`config.mk`:
```
export PLATFORM = sky130hd
export DESIGN_NAME = swm_ctrl
export DESIGN_NICKNAME = d
export VERILOG_FILES = /design/src/hdl/swm_pkg.sv /design/src/hdl/swm_ctrl.sv
export SDC_FILE = /design/constraint.sdc
export NUM_CORES = 1
export LEC_CHECK = 0
export BUFFER_PORTS_ARGS = -buffer_cell sky130_fd_sc_hd__buf_4
export CELL_PAD_IN_SITES_DETAIL_PLACEMENT = 1
export CELL_PAD_IN_SITES_GLOBAL_PLACEMENT = 2
export CORE_AREA = 2 2 39 41
export CTS_CLUSTER_DIAMETER = 40
export DETAILED_ROUTE_END_ITERATION = 8
export DIE_AREA = 0 0 41 43
export GPL_TIMING_DRIVEN = 0
export HOLD_SLACK_MARGIN = 0.03
export PLACE_DENSITY = 0.56
export SYNTH_ARGS = -nofsm -noshare
export SYNTH_HDL_FRONTEND = slang
export SYNTH_SLANG_ARGS = --single-unit
```
`constraint.sdc`:
```
create_clock -name clk -period 1.05 [get_ports clk]
set_input_delay 0.21 -clock clk [delete_from_list [all_inputs] [get_ports clk]]
set_output_delay 0.21 -clock clk [all_outputs]
set_load 0.02 [all_outputs]
```
`src/hdl/swm_pkg.sv`:
```
// shared types and constants for the sliding window maximum block
package swm_pkg;

  // width of the window size register
  localparam int CFG_W = 11;
  // sample positions count modulo 2^POS_BITS
  localparam int POS_BITS = 32;

  typedef enum logic {
    ST_IDLE,
    ST_EVAL
  } swm_state_t;

  // controller to datapath commands
  typedef struct packed {
    logic load_item;
    logic drop_front;
    logic drop_back;
    logic push;
    logic load_result;
  } swm_cmd_t;

  // datapath to controller status
  typedef struct packed {
    logic front_stale;
    logic back_drop;
    logic produce;
  } swm_status_t;

endpackage

```
`src/hdl/swm_ctrl.sv`:
```
// controller state machine for the sliding window maximum block
module swm_ctrl (
  input  logic                clk,
  input  logic                rst,
  input  logic                in_valid,
  output logic                in_ready,
  output logic                out_valid,
  input  logic                out_ready,
  input  swm_pkg::swm_status_t status,
  output swm_pkg::swm_cmd_t   cmd
);
  import swm_pkg::*;

  swm_state_t state;
  swm_state_t state_next;
  logic       out_valid_next;
  logic       out_free;

  assign out_free = !out_valid || out_ready;

  always_ff @(posedge clk) begin
    if (rst) begin
      state     <= ST_IDLE;
      out_valid <= 1'b0;
    end else begin
      state     <= state_next;
      out_valid <= out_valid_next;
    end
  end

  always_comb begin
    state_next = state;
    cmd        = '0;
    in_ready   = 1'b0;
    case (state)
      ST_IDLE: begin
        in_ready = 1'b1;
        if (in_valid) begin
          cmd.load_item = 1'b1;
          state_next    = ST_EVAL;
        end
      end
      ST_EVAL: begin
        if (status.front_stale) begin
          cmd.drop_front = 1'b1;
        end else if (status.back_drop) begin
          cmd.drop_back = 1'b1;
        end else if (!status.produce || out_free) begin
          cmd.push        = 1'b1;
          cmd.load_result = status.produce;
          state_next      = ST_IDLE;
        end
      end
      default: begin
        state_next = ST_IDLE;
      end
    endcase
  end

  always_comb begin
    out_valid_next = out_valid;
    if (cmd.load_result) begin
      out_valid_next = 1'b1;
    end else if (out_valid && out_ready) begin
      out_valid_next = 1'b0;
    end
  end

endmodule

```
Word level (Yosys, flattened, before mapping)
Index checks and enable logic that the tools add are counted.
{"block": "word_totals", "ff_bits": 2, "wordCells": 24, "input_bits": 7, "out_inout_bits": 7}
{"block": "classes", "mux": 15, "n_reduce_logical": 6, "bitwise": 1}
{"operator": "2-to-1 mux 1 bit", "n": 10}
{"operator": "2-to-1 mux 2 bit", "n": 2}
{"operator": "2-to-1 mux 4 bit", "n": 1}
{"operator": "2-to-1 mux 3 bit", "n": 1}
{"operator": "zero test 1 bit", "n": 2}
{"operator": "logical OR 1 bit", "n": 2}
{"operator": "one-hot mux 1 bit (2 select lines)", "n": 1}
{"operator": "nonzero test 2 bit", "n": 1}
{"operator": "logical AND 1 bit", "n": 1}
{"operator": "NOT 1 bit", "n": 1}

Logic depth before layout (Yosys ltp)
Gate-level depths: netlist (run 1).
{"block": "depth", "depth_word": 8, "depth_mapped": 3, "mapped_depth_nobuf": 2}

Worst setup path before layout (run 1)
No wires, ideal clock.
{"block": "synth_path", "path_type": "register -> output", "start": "reg state", "end": "out cmd[2] (netlist bit)", "required_ns": 0.840, "path_buffers": 0, "stages_incl_launch_ff": 3, "path_slack_ns": -0.190, "arrival_ns": 1.030, "cell_sequence": "dfxtp_1 > inv_1 > nor3b_1"}
{"item": "start: declaration", "line": "swm_ctrl.sv:14", "source": "swm_state_t state;"}
{"item": "start signal: assignment", "line": "swm_ctrl.sv:26", "source": "state <= state_next;"}
{"item": "end: declaration", "line": "swm_ctrl.sv:10", "source": "output swm_pkg::swm_cmd_t cmd"}

==> results of run 1 <==
-- per-stage QoR --
stage	TNS, ps	total power [uW]	utilization (%)
floorplan	0	121	-
global placement	-116	164	19.2
detailed placement	-134	166	19.2
CTS	-788	368	25.4
global route	-1050	391	24.6
finish	-734	355	24.6
-- power by group through the flow --
stage / clock network, uW / registers (uW) / logic [uW]
floorplan: 0 / 85.4 / 35.8
global placement: 0 / 86.0 / 77.9
detailed placement: 0 / 86.5 / 79.6
CTS: 186 / 85.7 / 96.2
global route: 198 / 86.0 / 107
finish: 170 / 85.1 / 99.2
-- flip-flops by register name, summed over array words and instances (netlist names) --
| signal | flops |
|---|---|
| state | 1 |
| out_valid | 1 |
-- layout make-up --
cell class	instances	area [sq um]
timing repair buffer	16	143
clock buffer	3	22.5
sequential	2	43.8
tap	16	20.0
fill	165	1040
inverter	1	3.75
multi-input combinational	12	108
-- what timing repair did --
item	CTS	global route
gates resized for setup	12	1
pin swaps	3	2
endpoints found under the setup margin	6	7
cloned	0	0
setup buffers	4	2
-- layout by cell type (no fill, tap or decap) --
cell,count
inv_1,1
and2_4,1
nor3b_4,1
a21oi_2,1
nand3b_1,1
a211oi_1,1
and2b_2,1
clkbuf_4,3
and2_2,1
nand4bb_1,1
nor3b_2,1
dfxtp_4,1
buf_6,6
dfxtp_1,1
buf_4,10
nand2b_1,1
nor2b_1,1
nor2_1,1
-- worst min-delay path by stage --
stage / slack, ps / start / endpoint
2_1_floorplan: 280 / rst / out_valid
3_3_place_gp: 380 / rst / out_valid
3_5_place_dp: 390 / rst / out_valid
4_1_cts: 140 / rst / out_valid
5_1_grt: 140 / rst / out_valid
6_report: 150 / rst / out_valid
-- routing by layer --
metal / vias to the layer above / wire, um
met4: 0 / 0
met1: 89 / 243
met3: 0 / 50
met2: 12 / 242
met5: - / 0
li1: 92 / -
-- logic make-up (layout without fill, tap and decap cells) --
kind of cell	Yosys count	count (layout)
simple gates	10	10
buf+inv	2	20
flops	2	2
compound gates	2	2
==> results by group, run 1 <==
Status
  • Run status: finished, violations left
  • Violated checks: negative setup slack

STA
  • Achievable frequency: 800 MHz
  • Worst hold margin: 152 ps
  • Final hold vios: 0
  • Clock period minus final worst setup slack: 1250 ps
  • Setup repair after global routing missed its margin: yes
  • Pin slew with the least headroom to its limit: 168 ps
  • Final period util: 119%
  • Count of endpoints failing setup in the final report: 5
  • Slew Limit Headroom: 88.7%
  • Least setup slack across all paths after layout: -200 ps
  • Max Clock Skew: 1.57 ps
  • Max Slew Vio Count: 0

Logic synthesis
  • Leading cell types by count after synthesis: 2 x and2_2, 2 x dfxtp_1
  • Synth Area in Compound Gates: 8.77%
  • Distinct cell type count after synthesis: 14
  • Number of synthesized flops with an enable pin: 0
  • Number of nets in the synthesized netlist: 23
  • Main combinational cell family by area after synthesis: simple AND/OR/NAND/NOR gates
  • Post-synth design cell area: 143 sq um
  • Flop and latch count out of synthesis: 2
  • Share of synthesized area spent on multiplexers: 0%
  • Library cell with the largest summed area after synthesis: dfxtp_1
  • Sequential share of the synthesized area: 28.1%
  • Simple-gate share of the synthesized area: 55.3%
  • Share of Yosys cell area claimed by the top area cell type: 28.1%
  • Synth top area cells: dfxtp_1 28%, and2_2 11%, nor3b_2 8.8%
  • Mean instance size in the synthesized netlist: 8.91 sq um
  • Yosys warnings: 0
  • Post-synth ARST share: 0%
  • Cells after synthesis: 16
  • Most used DFF post-synth: dfxtp_1
  • Xor and xnor fraction of the mapped netlist area: 0%
  • Adder-cell area share of the yosys netlist: 0%

Global route
  • Most used routing layer: met1
  • Maximum number of pins on one net before global-route repair: 7
  • Leftover overflow at the end of global routing: 0
  • GRT met2 Usage: 10.9%
  • Overall Global Routing Usage: 8.61%
  • First-pass GRT wire length: 959 um
  • Number of global-route vias before repair: 207
  • Met3 track utilization from global routing: 5.24%
  • Met1 Usage GRT: 11.1%
  • Antenna violations before repair: 0

Clock tree
  • H-tree depth: 1
  • Root cell of the clock tree: clkbuf_4
  • Number of hold buffers added after CTS: 0
  • CTS Buf Count: 3
  • Clock Latency Late Sink: 220 ps
  • TritonCTS clock tree: yes
  • Clock sink total: 2
  • Clk pin slew, worst setup/hold paths: 30 ps
  • Maximum clock path buffer count: 2

Place
  • Number of placed instances, taps included: 45
  • Final estimated routing congestion in global placement: 0.653
  • Post-Place Setup Slack: -68.0 ps
  • Placed cell area: 265 sq um
  • Port bufs: 13

Routing
  • Wirelength, routed: 537 um
  • DRC errors left: 0
  • Overall via count from detail_route: 193
  • Detailed router's first-iteration violation count: 1
  • ANT nets after route: 0
  • Routed vias/inst: 3.86
  • First-pass detailed-route iteration total: 2
  • Avg WL per Cell: 10.7 um

Pwr
  • Sequential share of power: 24.0%
  • Lkg Pwr: 0.000152 uW
  • VDD IR-drop max: 0.000346 V
  • Net switching power of the design: 91.1 uW
  • Clock Power Share: 48.1%
  • Share of total power consumed by net switching: 25.7%
  • Power density normalized to cell area: 1040 nW/um^2
  • Internal portion of total power: 264 uW
  • Combinational group share of total power: 28.0%

Critical path
  • Reg2Reg Setup Slack: 130 ps
  • Top cell family by delay on the critical path: flip-flops
  • Cell count of the worst reg-to-reg path: 4
  • Category of the critical setup timing path: reg -> out
  • Crit path required time: 840 ps
  • Crit path buffers/inverters: 1
  • Crit path to: cmd[1]
  • Worst setup path startpoint: state
  • Critical Path Start Type: flip-flop
  • Terminus of the critical flop-to-flop path: out_valid
  • Worst reg2reg startpoint: state
  • Library cell contributing the largest single delay on the critical path: dfxtp_4
  • Crit-path max cell delay: 360 ps
  • Cells along the critical path: nor3b_4 -> and2_4 -> buf_6
  • Sort of element at the end of the critical path: output port
  • Number of stages on the worst setup path: 3
  • Arrival time at the worst endpoint: 1040 ps
  • Critical path fanouts, max: 5

Floorplan
  • Core Area: 1380 sq um
  • IO Pins: 14
  • Area enclosed by the die boundary: 1760 sq um
  • Initial core utilization: 10.3%
  • Number of placement rows: 14
  • Vert. Die Dim: 43 um
  • Die width: 41 um

Cells and area
  • Design area: 340 sq um
  • Count of placed standard cells in the final layout, fillers left out: 50
  • Fraction of layout cells with a size suffix above 1: 76.5%
  • Diodes inserted: 0
  • Synthesis-to-finish area growth: 139%
  • Net total in the final layout: 43

Run
  • Number of max-cap violations: 0

Hold path
  • Worst hold path class: in -> reg
  • Min-Delay Path Depth: 2
Note: power is estimated with default switching activity, not from simulation.
==> inputs of run 2 (changes only) <==
--- a/config.mk
+++ b/config.mk
@@ -9,6 +9,7 @@
 export CELL_PAD_IN_SITES_DETAIL_PLACEMENT = 1
 export CELL_PAD_IN_SITES_GLOBAL_PLACEMENT = 2
 export CORE_AREA = 2 2 39 41
+export CTS_BUF_LIST = sky130_fd_sc_hd__clkbuf_16
 export CTS_CLUSTER_DIAMETER = 40
 export DETAILED_ROUTE_END_ITERATION = 8
 export DIE_AREA = 0 0 41 43
==> constraint.sdc (replaced) <==
create_clock -name clk -period 1.5 [get_ports clk]
set_input_delay 0.3 -clock clk [delete_from_list [all_inputs] [get_ports clk]]
set_output_delay 0.3 -clock clk [all_outputs]
set_load 0.02 [all_outputs]
==> run 2 against run 1 <==
Effect of this change:
- the run now ends clean
- wire length grew 4.8%
- cell area up 1.1%
- hold slack better by 98 ps
- total power grew 46%
- first-iteration DRC count down 100%
- sequential share of layout area down 0.87 points
- register-to-register slack improved by 530 ps
- setup slack better by 300 ps
- clock-buffer cell count did not move
- clock skew shrank 1.6 ps
- critical path depth up 1
- flip-flop and latch count unchanged
==> results by group, run 2 (synthesis results as in run 1) <==
Routing
  • First-pass detailed-route iteration total: 1
  • Routed vias/inst: 3.76
  • Detailed router's first-iteration violation count: 0
  • DRC errors left: 0
  • ANT nets after route: 0
  • Wirelength, routed: 563 um
  • Overall via count from detail_route: 184
  • Avg WL per Cell: 11.5 um

Hold path
  • Worst hold path class: in -> reg
  • Critical hold path startpoint: rst
  • WHS Endpoint: state
  • Min-Delay Path Depth: 2

Pwr
  • Power density normalized to cell area: 1500 nW/um^2
  • VDD IR-drop max: 0.000271 V
  • Lkg Pwr: 0.000158 uW
  • Power Total: 517 uW

Floorplan
  • Core Area: 1380 sq um
  • Die width: 41 um
  • Area enclosed by the die boundary: 1760 sq um
  • Initial core utilization: 10.3%
  • Vert. Die Dim: 43 um
  • IO Pins: 14
  • Number of placement rows: 14

STA
  • Max Slew Vio Count: 0
  • Final hold vios: 0
  • Max Clock Skew: 0.00143 ps
  • Achievable frequency: 715 MHz
  • Worst hold margin: 249 ps
  • Slew Limit Headroom: 88.0%
  • Final period util: 93.3%
  • Pin slew with the least headroom to its limit: 179 ps
  • Setup repair after global routing missed its margin: no
  • Count of endpoints failing setup in the final report: 0
  • Clock period minus final worst setup slack: 1400 ps
  • Aggregate negative setup slack: 0 ps

Place
  • Final estimated routing congestion in global placement: 0.600
  • Number of placed instances, taps included: 45
  • Port bufs: 13
  • Detail Placement HPWL: 420 um

Critical path
  • Critical path fanouts, max: 6
  • Sort of element at the end of the critical path: output port
  • Critical Path Start Type: flip-flop
  • Cell count of the worst reg-to-reg path: 3
  • Worst reg2reg startpoint: state
  • Terminus of the critical flop-to-flop path: out_valid
  • Reg2Reg Setup Slack: 660 ps
  • Category of the critical setup timing path: reg -> out
  • Arrival time at the worst endpoint: 1100 ps
  • Crit path required time: 1200 ps

Clock tree
  • Clk pin slew, worst setup/hold paths: 30 ps
  • Number of hold buffers added after CTS: 0
  • Maximum clock path buffer count: 2
  • Clock sink total: 2
  • CTS Buf Count: 3
  • Clock Latency Late Sink: 220 ps
  • Root cell of the clock tree: clkbuf_16
  • TritonCTS clock tree: yes
  • H-tree depth: 1

Cells and area
  • Top library cells by usage in the layout, fill and taps aside: 15 x buf_4, 3 x clkbuf_16, 2 x and2_2
  • Utilization after layout: 24.9%
  • Fill cell count: 166
  • Net total in the final layout: 42
  • Count of placed standard cells in the final layout, fillers left out: 49
  • Diodes inserted: 0
  • Regs by FF count: out_valid (1), state (1)
  • Synthesis-to-finish area growth: 141%
  • Commonest non-fill, non-tap cell in the layout: buf_4
  • Fraction of layout cells with a size suffix above 1: 69.7%

Status
  • Run status: finished, final reports clean

Global route
  • Overall Global Routing Usage: 8.32%
  • Met1 Usage GRT: 9.58%
  • Leftover overflow at the end of global routing: 0
  • Antenna violations before repair: 0
  • Maximum number of pins on one net before global-route repair: 7
  • GRT met2 Usage: 10.9%
  • First-pass GRT wire length: 910 um
  • Most used routing layer: met2
  • Number of global-route vias before repair: 217
  • Met3 track utilization from global routing: 3.14%

Run
  • Number of max-cap violations: 0
-- run 2: layout make-up --
class | instances | area, sq um | share of cell area [%]
tap | 16 | 20.0 | 5.82
sequential | 2 | 41.3 | 12.0
inverter | 1 | 3.75 | 1.09
buffer | 1 | 7.51 | 2.18
multi-input combinational | 12 | 91.3 | 26.5
timing repair buffer | 14 | 105 | 30.5
clock buffer | 3 | 75.1 | 21.8
-- run 2: critical path: stages (launching register included) --
cell and delay, ps:
dfxtp_2 360, nand4bb_1 140, nor2b_1 140, buf_4 120
buf_4 120
-- run 2: power breakdown --
group          total [uW]  internal (uW)  switching (uW)
combinational        55.2           30.5            24.7
sequential           60.2           56.8            3.39
clock                 402            339            62.5
total                 517            427            90.6
-- run 2: routing by layer --
| metal | vias to the layer above | wire [um] |
|---|---|---|
| met2 | 14 | 246 |
| met4 | 0 | 0 |
| met3 | 0 | 75 |
| li1 | 88 | - |
| met1 | 82 | 241 |
| met5 | - | 0 |
-- run 2: stage by stage --
step                setup slack [ps]  area (sq um)
floorplan                        170           143
detailed placement               154           260
CTS                             19.2           335
global placement                 216           260
global route                    9.58           344
finish                           101           344
-- run 2: worst max-delay path by stage --
stage	endpoint	from	cells after the start
floorplan	cmd[2]	state	2
global placement	cmd[0]	status[2]	5
detailed placement	cmd[0]	status[2]	5
CTS	cmd[0]	state	4
global route	cmd[0]	state	4
finish	cmd[0]	state	4
-- run 2: repair_timing --
| action | in CTS | in global routing |
|---|---|---|
| setup buffers | 0 | 1 |
| setup endpoints to repair | 0 | 1 |
| resized for setup | 0 | 1 |
| hold endpoints to repair | 0 | 0 |
